$ cat src/qrs_pkg.sv
// Package for the quadratic root solver: widths, status codes and the queue item type.
// No dependencies; every other file of the block imports it.
`default_nettype none

package qrs_pkg;

  // Coefficient and fixed-point format.
  localparam int COEF_BITS = 16;
  localparam int FRAC_BITS = 16;
  localparam int ROOT_W    = 33;

  // Derived widths.
  localparam int A_W    = COEF_BITS + 1;
  localparam int PROD_W = 2 * COEF_BITS;
  localparam int DS_W   = 2 * COEF_BITS + 2;
  localparam int D_W    = 2 * COEF_BITS + 1;
  localparam int RAD_W  = ((D_W + 2 * FRAC_BITS + 1) / 2) * 2;
  localparam int SQ_W   = RAD_W / 2;
  localparam int SREM_W = SQ_W + 2;
  localparam int NUM_W  = SQ_W + 2;
  localparam int DEN_W  = COEF_BITS + 1;
  localparam int DREM_W = DEN_W + 1;

  // Saturation limits on quotient magnitudes.
  localparam logic [NUM_W-1:0] ROOT_POS_LIM = NUM_W'((64'd1 << (ROOT_W - 1)) - 64'd1);
  localparam logic [NUM_W-1:0] ROOT_NEG_LIM = NUM_W'(64'd1 << (ROOT_W - 1));

  // Queue between front and back.
  localparam int FIFO_DEPTH = 4;
  localparam int FIFO_AW    = $clog2(FIFO_DEPTH);

  // Status codes.
  localparam logic [1:0] ST_TWO   = 2'd0;
  localparam logic [1:0] ST_REP   = 2'd1;
  localparam logic [1:0] ST_CPLX  = 2'd2;
  localparam logic [1:0] ST_AZERO = 2'd3;

  // One classified equation, as it waits in the queue.
  typedef struct packed {
    logic [1:0]                  status;
    logic [D_W-1:0]              dmag;
    logic signed [COEF_BITS-1:0] coef_a;
    logic signed [COEF_BITS-1:0] coef_b;
  } qrs_item_t;

endpackage

`default_nettype wire

$ cat src/qrs_fifo.sv
// Short queue between front and back parts of the root solver.
// Depends on qrs_pkg for the item type and depth.
`default_nettype none

module qrs_fifo import qrs_pkg::*; (
  input  logic      clk,
  input  logic      rst,
  input  logic      push,
  input  qrs_item_t push_item,
  output logic      full,
  input  logic      pop,
  output qrs_item_t pop_item,
  output logic      empty
);

  qrs_item_t          mem [FIFO_DEPTH];
  logic [FIFO_AW-1:0] wr_ptr;
  logic [FIFO_AW-1:0] rd_ptr;
  logic [FIFO_AW:0]   count;

  assign full     = (count == (FIFO_AW + 1)'(FIFO_DEPTH));
  assign empty    = (count == '0);
  assign pop_item = mem[rd_ptr];

  // Storage write.
  always_ff @(posedge clk) begin
    if (push) begin
      mem[wr_ptr] <= push_item;
    end
  end

  // Pointers and fill count.
  always_ff @(posedge clk) begin
    if (rst) begin
      wr_ptr <= '0;
      rd_ptr <= '0;
      count  <= '0;
    end else begin
      if (push) begin
        wr_ptr <= wr_ptr + 1'b1;
      end
      if (pop) begin
        rd_ptr <= rd_ptr + 1'b1;
      end
      if (push && !pop) begin
        count <= count + 1'b1;
      end else if (pop && !push) begin
        count <= count - 1'b1;
      end
    end
  end

  // The front never writes into a full queue, the back never reads an empty one.
  a_no_overflow: assert property (@(posedge clk) disable iff (rst) !(push && full))
    else $error("queue written while full");
  a_no_underflow: assert property (@(posedge clk) disable iff (rst) !(pop && empty))
    else $error("queue read while empty");

endmodule

`default_nettype wire

$ cat config.mk
export PLATFORM = sky130hd
export DESIGN_NAME = qrs_fifo
export DESIGN_NICKNAME = d
export VERILOG_FILES = /design/src/qrs_pkg.sv /design/src/qrs_fifo.sv
export SDC_FILE = /design/constraint.sdc
export NUM_CORES = 1
export LEC_CHECK = 0
export BUFFER_PORTS_ARGS = -buffer_cell sky130_fd_sc_hd__buf_4
export CAP_MARGIN = 10
export CORE_MARGIN = 2
export CORE_UTILIZATION = 55
export CTS_CLUSTER_DIAMETER = 120
export DETAILED_ROUTE_END_ITERATION = 8
export PLACE_DENSITY = 0.77
export REMOVE_ABC_BUFFERS = 1
export SYNTH_ARGS = -nofsm -noshare
export SYNTH_HDL_FRONTEND = slang
export SYNTH_SLANG_ARGS = --single-unit
$ cat constraint.sdc
create_clock -name clk -period 6.75 [get_ports clk]
set_input_delay 1.35 -clock clk [delete_from_list [all_inputs] [get_ports clk]]
set_output_delay 1.35 -clock clk [all_outputs]
set_load 0.005 [all_outputs]
# --- Yosys cells after proc, flatten, opt, wreduce, memory -nomap -nowiden ---
# Memories as Yosys holds them, arrays and structs flattened. A register that Yosys moved wholly into a read port is not among the register bits.
# Index checks and enable logic that the tools add are counted.
word_totals:
  ram_bits: 268
  in_bits: 71
  ff_bits: 7
  wordCells: 21
  mem_count: 1
  out_inout_bits: 69
mem_list:
  columns: ["name", "depth", "word_bits", "read_ports", "rd_ports_with_merged_regs", "write_ports", "line", "text"]
  rows:
  - ["mem", 4, 67, 1, 1, 1, "qrs_fifo.sv:16", "qrs_item_t mem [FIFO_DEPTH];"]
op_classes:
  add_sub_neg: 4
  n_mux: 6
  n_eq_ne: 1
  n_reduce_logical: 6
ops:
  columns: ["cell", "n"]
  rows:
  - ["$mux 3", 2]
  - ["$add 2x1->2 const B", 2]
  - ["$mux 2", 2]
  - ["$add 3x1->3 const B", 1]
  - ["$eq 3x3->1 const B", 1]
  - ["$logic_not 3->1", 1]
  - ["$sub 3x1->3 const B", 1]
  - ["$logic_and 1x1->1", 2]
  - ["$logic_not 1->1", 2]
  - ["$mux 1", 2]
  - ["$reduce_bool 2->1", 1]

# --- Depth between registers and ports, before layout ---
depth:
  word_depth: 4
  depth_mapped: 7
  ltp_nobuf: 7

# --- Least setup slack after synthesis ---
# No wires, ideal clock.
synth_timing:
  path_type: "input port to flip-flop"
  start: "in push"
  end: "mem mem[0][0] in the netlist's numbering, enable pin"
  slack_ps: 3395
  arrival_time_ps: 2923
  t_required_ps: 6318
  setup_time_ps: 432
  n_path_buf: 0
  stages: 1
  cell_sequence: "and2_1"
synth_via:
  elab_chain_cells: 2
synth_lines:
  columns: ["item", "line", "text"]
  rows:
  - ["from (decl)", "qrs_fifo.sv:8", "input logic push,"]
  - ["$mux 1", "qrs_fifo.sv:27", "if (push) begin"]
  - ["$mux 1 (implied by the code)", "qrs_fifo.sv:28", "mem[wr_ptr] <= push_item;"]
  - ["to (decl)", "qrs_fifo.sv:16", null]
# Every way passes these cells.

==> flow_summary.yaml <==
outcome:
  status: "finished, final reports clean"
sta:
  setup_viol: 0
  fin_crit_sh_pct: 61.67
  worst_pin_slew_ps: 1045
  fmax_mhz: 240.2
  fin_crit_ps: 4163
  clock_skew_ps: 6.294
  whs_ps: 523.8
  relSlewSlack_pct: 30.30
  tns_ps: 0
  finalMaxSlewViolations: 0
  finalHoldViolCount: 0
  rsz0062_at_grt: "false"
placement:
  portBuffers: 139
  hpwl_um: 9854
  gp_congestion: 0.7249
global_routing:
  grt_pass1_wl_um: 27460
  antenna_found_initial: 0
  grtUsageTotal_pct: 18.26
  grt_start_max_net_pins: 68
  grt_pass1_vias: 4969
  grt-ovfl-total: 0
power:
  p_leak_nw: 4.126
  powerDensity_nw_per_um2: 312.1
  peakVddDrop_mv: 0.2489
worst_setup_path:
  crit_type: "register to primary output"
  r2r-start: "wr_ptr[0]$_SDFFE_PP0P_"
  cpMostUsedCell: "buf_4"
  r2r_slack_ps: 4920
  crit_fanout: 41
  max_stage_delay_ps: 900
  timing.rr.end: "mem[0][7]$_DFFE_PP_"
  rr_worst_depth: 3
  cp_data_required_time_ps: 5400
  crit_path_end_kind: "primary output"
  cp_num_buf_inv: 2
  startpoint_type: "register"
  cp_data_arrival_time_ps: 2810
  crit_family: "flip-flops"
  crit_path_top_delay_cell: "dfxtp_4"
  path_cells: "buf_4, mux4_2, buf_4"
worst_hold_path:
  hp-class: "register to register"
  min_to: "count[2]$_SDFFE_PP0P_"
  hold_start: "count[2]$_SDFFE_PP0P_"
  hold_depth: 2
job:
  cap_violations: 0
synthesis:
  ys_seq_area_share_pct: 81.22
  syn_area_um2: 10130
  postSynthAreaPerCell_um2: 25.71
  ys_warn_count: 0
  synth_cell_types: 23
  synthCells: 394
  synth-seq-cells: 277
layout:
  area_growth_pct: 20.48
  insertedDiodeCount: 0
  drive_gt1_share_pct: 43.59
  finalNetCount: 625
route:
  routedWlPerCell_um: 22.11
  initialDrtViolationCount: 255
  vias_per_cell: 5.701
  drt_drc_violations_left: 0
  dr.pass1.iters: 4
  ant_nets: 0
  wl_um: 17650
  vias: 4549
floorplanning:
  row_count: 49
  ios: 140
  core_um2: 18020
  die_area_um2: 19520
  die_h_um: 139.7
  start_util_pct: 56.21
  dieWidth_um: 139.7
clock_tree:
  htreeDepth: 1
  clock_sinks: 277
  ctsHoldBuffers: 0
  clkTransAtPathRegs_ps: 60
  cts_tree: "yes"
  post_cts_buffers: 0
  numCtsBuffers: 28
  cts.repair.resized: 0
  clk_latency_ps: 520
  root_buffer: "clkbuf_16"
  clockBufferDepth: 3
area by class of cell:
type / count / area, um^2
Clock buffer: 35 / 748.2
Fill cell: 1143 / 5819
Tap cell: 229 / 286.5
Multi-Input combinational cell: 97 / 1749
Timing Repair Buffer: 140 / 1051
Inverter: 4 / 15.01
Sequential cell: 277 / 8235
Clock inverter: 16 / 120.1
sequential cells by signal (all words and copies together) (netlist names), named ones only:
register	count
count	3
mem	268
rd_ptr	2
wr_ptr	2
layer usage:
| layer | part of all wire (%) | vias up | track usage [%] |
|---|---|---|---|
| li1 | - | 1984 | - |
| met3 | 7.5 | 33 | 4.714 |
| met2 | 50 | 168 | 30.50 |
| met1 | 40 | 2364 | 24.79 |
| met5 | 0 | - | 0 |
| met4 | 1.9 | 0 | 4.000 |
worst max-delay path by stage:
stage | startpoint | to | slack, ps | depth (start not counted)
after floorplan | register | pop_item[0] | 1890 | 1
after global placement | register | pop_item[26] | 3020 | 3
after detailed placement | register | pop_item[26] | 3000 | 3
after CTS | register | pop_item[26] | 2430 | 3
after global routing | register | pop_item[14] | 2300 | 3
final | register | pop_item[56] | 2590 | 3
cell usage after synthesis (all sizes together):
| cell type | count | area [um^2] |
|---|---|---|
| ha | 5 | 62.56 |
| mux2i | 2 | 20.02 |
| fa | 1 | 20.02 |
| and2 | 4 | 25.02 |
| xnor2 | 2 | 17.52 |
| nor2 | 7 | 26.28 |
| edfxtp | 268 | 8048 |
| dfxtp | 9 | 180.2 |
| xor2 | 3 | 26.28 |
| a21oi | 1 | 5.000 |
| or3 | 1 | 6.260 |
| inv | 4 | 15.01 |
| nand2 | 1 | 3.750 |
| nor3 | 1 | 5.000 |
| mux4 | 67 | 1509 |
| clkbuf | 1 | 3.750 |
| o21ai | 1 | 5.000 |
| nor3b | 1 | 7.510 |
| buf | 15 | 145.1 |
per-stage QoR:
step / util [%] / power, mW / instances / instance area (um^2) / setup WS, ps
2_1_floorplan: - / 2.222 / 378 / 9982 / 1893
3_3_place_gp: 62.90 / 2.401 / 747 / 11340 / 3019
3_5_place_dp: 62.90 / 2.416 / 747 / 11340 / 2998
4_1_cts: 67.71 / 3.860 / 798 / 12210 / 2431
5_1_grt: 67.71 / 3.944 / 798 / 12210 / 2304
6_report: 67.71 / 3.810 / 798 / 12210 / 2587
logic make-up after synthesis:
family	synth area share, %
mux	15.09
flops	81.22
buf+inv	1.618
simple gates	0.7287
xor+xnor	0.4323
compound gates	0.09871
fa+ha+maj	0.8151
report_power, final:
part	leakage [nW]	total (mW)	switching [mW]	internal, mW
logic	1.17	0.344	0.141	0.203
registers	2.54	2.03	0.0497	1.98
clock network	0.420	1.44	0.585	0.854
total	4.13	3.81	0.776	3.03
worst min-delay path: stages, from the launching register on:
cell and delay [ps]:
dfxtp_1 330, o21ai_0 80, a21oi_1 60
cell usage in the layout, fill, tap and decap left out:
cell and count:
fa_1 1, and2_4 4, nor3_1 1, ha_1 5, bufinv_16 2, a21oi_1 1, clkbuf_16 29, mux4_2 67
dfxtp_1 7, o21ai_0 1, clkinv_1 10, xnor2_1 2, nor3b_1 1, mux2i_1 2, clkinvlp_4 1, or3_1 1
nand2_1 1, clkinv_2 3, buf_4 140, nor2_1 7, clkbuf_1 6, edfxtp_1 268, xor2_1 3, dfxtp_4 2
inv_1 4
Power figures use the tool's default switching activity.
