===== config.mk =====
export PLATFORM = sky130hd
export DESIGN_NAME = qrs_front
export DESIGN_NICKNAME = d
export VERILOG_FILES = /design/src/qrs_pkg.sv /design/src/qrs_front.sv
export SDC_FILE = /design/constraint.sdc
export NUM_CORES = 2
export LEC_CHECK = 0
export ABC_AREA = 1
export ABC_CLOCK_PERIOD_IN_PS = 14100
export BUFFER_PORTS_ARGS = -buffer_cell sky130_fd_sc_hd__buf_4
export CAP_MARGIN = 10
export CORE_ASPECT_RATIO = 1.5
export CORE_UTILIZATION = 56
export CTS_CLUSTER_DIAMETER = 40
export CTS_CLUSTER_SIZE = 8
export DETAILED_ROUTE_END_ITERATION = 8
export GPL_ROUTABILITY_DRIVEN = 0
export HOLD_SLACK_MARGIN = 0.02
export MAX_ROUTING_LAYER = met4
export PLACE_DENSITY_LB_ADDON = 0.12
export RECOVER_POWER = 50
export SLEW_MARGIN = 15
export SYNTH_ARGS = -nofsm -noshare
export SYNTH_HDL_FRONTEND = slang
export SYNTH_SLANG_ARGS = --single-unit

===== constraint.sdc =====
create_clock -name clk -period 14.1 [get_ports clk]
set_input_delay 4.23 -clock clk [delete_from_list [all_inputs] [get_ports clk]]
set_output_delay 4.23 -clock clk [all_outputs]
set_load 0.02 [all_outputs]

===== src/qrs_pkg.sv =====
// Package for the quadratic root solver: widths, status codes and the queue item type.
// No dependencies; every other file of the block imports it.
`default_nettype none

package qrs_pkg;

  // Coefficient and fixed-point format.
  localparam int COEF_BITS = 16;
  localparam int FRAC_BITS = 16;
  localparam int ROOT_W    = 33;

  // Derived widths.
  localparam int A_W    = COEF_BITS + 1;
  localparam int PROD_W = 2 * COEF_BITS;
  localparam int DS_W   = 2 * COEF_BITS + 2;
  localparam int D_W    = 2 * COEF_BITS + 1;
  localparam int RAD_W  = ((D_W + 2 * FRAC_BITS + 1) / 2) * 2;
  localparam int SQ_W   = RAD_W / 2;
  localparam int SREM_W = SQ_W + 2;
  localparam int NUM_W  = SQ_W + 2;
  localparam int DEN_W  = COEF_BITS + 1;
  localparam int DREM_W = DEN_W + 1;

  // Saturation limits on quotient magnitudes.
  localparam logic [NUM_W-1:0] ROOT_POS_LIM = NUM_W'((64'd1 << (ROOT_W - 1)) - 64'd1);
  localparam logic [NUM_W-1:0] ROOT_NEG_LIM = NUM_W'(64'd1 << (ROOT_W - 1));

  // Queue between front and back.
  localparam int FIFO_DEPTH = 4;
  localparam int FIFO_AW    = $clog2(FIFO_DEPTH);

  // Status codes.
  localparam logic [1:0] ST_TWO   = 2'd0;
  localparam logic [1:0] ST_REP   = 2'd1;
  localparam logic [1:0] ST_CPLX  = 2'd2;
  localparam logic [1:0] ST_AZERO = 2'd3;

  // One classified equation, as it waits in the queue.
  typedef struct packed {
    logic [1:0]                  status;
    logic [D_W-1:0]              dmag;
    logic signed [COEF_BITS-1:0] coef_a;
    logic signed [COEF_BITS-1:0] coef_b;
  } qrs_item_t;

endpackage

`default_nettype wire


===== src/qrs_front.sv =====
// Front part: accepts coefficient triples, forms the discriminant and classifies.
// Depends on qrs_pkg; feeds qrs_fifo.
`default_nettype none

module qrs_front import qrs_pkg::*; (
  input  logic                        clk,
  input  logic                        rst,
  input  logic                        in_valid,
  output logic                        in_stall,
  input  logic signed [COEF_BITS-1:0] coef_a,
  input  logic signed [COEF_BITS-1:0] coef_b,
  input  logic signed [COEF_BITS-1:0] coef_c,
  output logic                        push,
  output qrs_item_t                   push_item,
  input  logic                        full
);

  logic                        en;
  logic                        f1_valid;
  logic signed [COEF_BITS-1:0] f1_a;
  logic signed [COEF_BITS-1:0] f1_b;
  logic signed [PROD_W-1:0]    f1_bb;
  logic signed [PROD_W-1:0]    f1_ac;
  logic                        f2_valid;
  qrs_item_t                   f2_item;
  logic signed [DS_W-1:0]      d;
  qrs_item_t                   item_next;

  // The pipeline moves unless its last item cannot enter the queue.
  assign en       = !f2_valid || !full;
  assign in_stall = !en;
  assign push     = f2_valid && !full;
  assign push_item = f2_item;

  // Discriminant and classification.
  always_comb begin
    d = DS_W'(f1_bb) - (DS_W'(f1_ac) <<< 2);
    item_next.coef_a = f1_a;
    item_next.coef_b = f1_b;
    item_next.dmag   = '0;
    if (f1_a == '0) begin
      item_next.status = ST_AZERO;
    end else if (d < 0) begin
      item_next.status = ST_CPLX;
    end else if (d == '0) begin
      item_next.status = ST_REP;
    end else begin
      item_next.status = ST_TWO;
      item_next.dmag   = d[D_W-1:0];
    end
  end

  // Product stage, then classification stage.
  always_ff @(posedge clk) begin
    if (rst) begin
      f1_valid <= 1'b0;
      f2_valid <= 1'b0;
    end else if (en) begin
      f1_a     <= coef_a;
      f1_b     <= coef_b;
      f1_bb    <= coef_b * coef_b;
      f1_ac    <= coef_a * coef_c;
      f2_item  <= item_next;
      f1_valid <= in_valid;
      f2_valid <= f1_valid;
    end
  end

endmodule

`default_nettype wire


* Word-level counts from Yosys, hierarchy flattened
Cells that the tools add are included.
** Word-level totals
- Flip-flop bits (word level) :: 165
- Input port bits :: 52
- Output and inout bits :: 69
- Logic and storage cells :: 28
** Operators by class
- $add $sub $neg :: 1
- $mul :: 2
- Order comparisons :: 1
- Muxes and demuxes :: 2
- Bitwise gates (word level) :: 1
- Reduce and logical (&&, ||, !) cells :: 10
** Operators by type and width (count)
- $mul 16x16->32 :: 2
- $logic_not 34->1 :: 1
- $lt 34x1->1 const B :: 1
- $sub 32x34->34 :: 1
- $logic_not 16->1 :: 1
- $logic_not 1->1 :: 3
- $reduce_or 3->1 :: 1
- $mux 1 :: 2
- $reduce_and 2->1 :: 1
- $reduce_or 2->1 :: 1
- $logic_and 1x1->1 :: 1
- $logic_or 1x1->1 :: 1
- $not 1->1 :: 1

* Longest topological paths before layout
- Word-level depth :: 4
- Gate-level depth with buffers :: 28
- Mapped depth without buffers :: 26

* Least setup slack after synthesis
Ideal clock, no wire load.
- Path kind :: input -> register
- Start :: input port full
- End :: register f1_a[0] (enable)
- Library setup time :: 0.683 ns
- Arrival :: 11.092 ns
- Data required time :: 13.417 ns
- Setup slack :: 2.325 ns
- Stages on the path :: 3
- Path buffers :: 0
- Cell sequence :: nand2_1 > inv_1 > nor2_1
** Between the ends
- Longest elaborated chain between the ends :: 3
** RTL lines
- start, declared :: line qrs_front.sv:15 : input logic full
- $logic_not 1->1 :: line qrs_front.sv:30 : assign en = !f2_valid || !full;
- $logic_or 1x1->1 :: line qrs_front.sv:30
- $reduce_and 2->1 (no source line)
- end signal, assigned :: line qrs_front.sv:59 : f1_a <= coef_a;
- end, declared :: line qrs_front.sv:20 : logic signed [COEF_BITS-1:0] f1_a;
No other way between the ends.
A chain may end at the register's enable or synchronous reset.

* Worst setup path after layout
- Start :: input port coef_b[15]
- End :: register f1_bb[28], data pin
** Between the ends
- Longest elaborated chain between the ends :: 1
** RTL lines
- start, declared :: line qrs_front.sv:11 : input logic signed [COEF_BITS-1:0] coef_b,
- $mul 16x16->32 :: line qrs_front.sv:61 : f1_bb <= coef_b * coef_b;
- end signal, assigned :: line qrs_front.sv:61
- end, declared :: line qrs_front.sv:22 : logic signed [PROD_W-1:0] f1_bb;
No other way between the ends.

==> results.sh <==
export IMPL_numPortBuffers=119
export IMPL_cts_tree="built"
export IMPL_synth_distinct_cells=45
export IMPL_hold_viol_final=0
export IMPL_arrival_ps=10580
export IMPL_layout_common_cells="982 x inv_1, 693 x nand2_1, 497 x fa_1"
export IMPL_synth_avg_cell_area_um2=8.56
export IMPL_n_fill_cell=4275
export IMPL_r2r_cells=4
export IMPL_antenna_found_initial=0
export IMPL_first_pass_iters=5
export IMPL_crit_type="input port to register"
export IMPL_status="complete, but fails checks"
export IMPL_final_antenna_net_count=0
export IMPL_synth_edf_count=160
export IMPL_dp_cells=3795
export IMPL_hold_ws_ps=420
export IMPL_diodes=0
export IMPL_ctsResizeCount=0
export IMPL_max_slew_worst_pin_slew_ps=4050
export IMPL_grt_max_degree=85
export IMPL_vias_per_cell=5.14
export IMPL_die_x_um=182
export IMPL_crit_path_start_kind="input port"
export IMPL_cts_buffer_depth=2
export IMPL_rsz0062_at_grt="no"
export IMPL_max_freq_mhz=96.4
export IMPL_tns_ps=0
export IMPL_synth_net_count=3923
export IMPL_path_clk_slew_ps=70
export IMPL_fin_ws_ps=3720
export IMPL_syn_to_final_growth_pct=5.35
export IMPL_fin_cells=3827
export IMPL_grt_total_usage_pct=28.3
export IMPL_clk_latency_ps=460
export IMPL_fin_nets=3967
export IMPL_post_route_min_period_ps=10380
export IMPL_worstHoldStart="f1_b[9]$_DFFE_PP_"
export IMPL_drtIter0Drc=935
export IMPL_place_ws_ps=4100
export IMPL_grt_pass1_vias=21900
export IMPL_core_area_um2=47700
export IMPL_wl_per_cell_um=16.5
export IMPL_end_kind="register"
export IMPL_min_path_cells=0
export IMPL_htree_levels=4
export IMPL_post_route_period_util_pct=73.6
export IMPL_synth_area_um2=27100
export IMPL_start_util_pct=56.9
export IMPL_io_pins=121
export IMPL_grt_pass1_wl_mm=105
export IMPL_r2r_end="push_item[6]$_DFFE_PP_"
export IMPL_row_count=98
export IMPL_finalSetupViolCount=0
export IMPL_critPathMaxFanout=25
export IMPL_reg2reg_slack_ps=9650
export IMPL_worstHoldEndpoint="push_item[9]$_DFFE_PP_"
export IMPL_required_ps=14310
export IMPL_dieHeight_um=272
export IMPL_ys_ff_latch=162
export IMPL_numCtsBuffers=17
export IMPL_post_cts_buffers=0
export IMPL_async_reset_ff_share_pct=0
export IMPL_worst_clock_skew_ps=10.9
export IMPL_yosys_warnings=0
export IMPL_drc=0
export IMPL_dp_hpwl_mm=53.0
export IMPL_ys_flop_type="edfxtp_1"
export IMPL_drive_above_1_share_pct=2.73
export IMPL_vias=19700
export IMPL_seq_area_frac_synth_pct=17.9
export IMPL_wl_mm=63.1
export IMPL_worst_slew_margin_rel_pct=-170
export IMPL_cts_root_buf="clkbuf_16"
export IMPL_violations="capacitance limit, slew limit"
export IMPL_worstReg2RegStart="f2_valid$_SDFFE_PP0N_"
export IMPL_dieArea_um2=49300
export IMPL_maxCapViolations=1
export IMPL_synth_cells=3170
export IMPL_grt_overflow_total=0
export IMPL_cts_hold_buf=0
export IMPL_drv_slew=71
export IMPL_cts_sinks=162
export IMPL_hold_class="register to register"
export IMPL_mostFrequentLayoutCell="inv_1"
[worst max-delay path: stages]
cell,delay [ps]
clkbuf_1,820
clkinv_1,630
nor2_1,310
xnor2_1,110
ha_1,210
a31o_2,220
fa_1,510
fa_1,550
fa_1,440
fa_1,490
inv_1,50
fa_1,480
inv_1,40
ha_1,350
nand2_1,130
nor2_1,120
inv_1,60
nor3_1,200
nand3_1,120
nand3_1,130
a21o_1,160
a21oi_1,80
xor2_1,140
[area by class of cell]
class                           instances  area (um^2)  share of cell area [%]
Inverter                              984         3690                    12.9
Clock buffer                           19          433                    1.51
Tap cell                              600          751                    2.63
Sequential cell                       162         4840                    17.0
Multi-Input combinational cell       1928        18200                    63.6
Timing Repair Buffer                  121          537                    1.88
Clock inverter                         13          146                   0.512
[Yosys cell counts (2+ instances only)]
cell type,count,area (um^2)
buf_1,2,7.51
o21bai_1,14,105
a31o_2,2,17.5
xor2_1,51,447
dfxtp_1,2,40.0
nand2_2,7,43.8
nor2_1,139,522
o21a_1,4,30.0
buf_6,2,22.5
inv_1,982,3690
edfxtp_1,160,4800
xnor2_1,42,368
o2111ai_1,2,17.5
nor2_2,19,119
a211oi_1,3,22.5
nand3_1,54,270
nand2_1,692,2600
fa_1,497,9950
nor4_1,7,43.8
o211ai_1,4,30.0
nor3_1,10,50.1
a31oi_1,3,18.8
nand3b_1,3,22.5
a21boi_0,4,30.0
or2_2,6,37.5
clkbuf_1,90,338
ha_1,204,2550
o21ai_0,34,170
nand4_1,17,106
and2_1,5,31.3
a21o_1,10,75.1
a21oi_1,86,430
[how the worst max path moves through the flow]
stage                          start                  end
after detailed placement   coef_c[1]  f1_ac[31]$_DFFE_PP_
after global routing      coef_b[15]  f1_bb[28]$_DFFE_PP_
final                     coef_b[15]  f1_bb[28]$_DFFE_PP_
after floorplan                 full    f1_a[0]$_DFFE_PP_
after CTS                 coef_a[15]  f1_ac[31]$_DFFE_PP_
after global placement     coef_c[1]  f1_ac[31]$_DFFE_PP_
[cells by family (layout without fill, tap and decap cells)]
| logic type | count (synthesis) | in the layout | synth area share [%] |
|---|---|---|---|
| AOI/OAI and AO/OA | 168 | 168 | 3.56 |
| xor gates and xnor gates | 93 | 93 | 3.00 |
| adders and majority gates | 701 | 701 | 46.1 |
| buffers and inverters | 1080 | 1137 | 15.1 |
| DFF | 162 | 162 | 17.9 |
| other | 1 | 1 | 0.0138 |
| and+or+nand+nor | 965 | 965 | 14.4 |
[sequential cells by signal, indices dropped and copies added (netlist names)]
| register | count |
|---|---|
| push_item | 66 |
| f1_bb | 30 |
| f1_ac | 32 |
| f1_a | 16 |
| f2_valid | 1 |
| f1_b | 16 |
| f1_valid | 1 |
[metal layers]
| metal | vias to the layer above | share of wire, % | wire length (um) | global-route usage, % |
|---|---|---|---|---|
| met5 | - | 0 | 0 | - |
| met1 | 9721 | 35 | 22100 | 28.2 |
| met3 | 165 | 3.4 | 2140 | 2.05 |
| met2 | 533 | 57 | 35900 | 54.8 |
| met4 | 0 | 4.7 | 2990 | 13.7 |
| li1 | 9234 | - | - | - |
[through the flow]
stage | utilization (%) | area (um^2)
6_report | 59.9 | 28600
4_1_cts | 60.8 | 29000
2_1_floorplan | - | 27100
3_3_place_gp | 59.5 | 28400
3_5_place_dp | 59.5 | 28400
5_1_grt | 59.9 | 28600
Power is not shown: default switching activity piles up to over one toggle a cycle in this logic, so the estimate is an artifact.
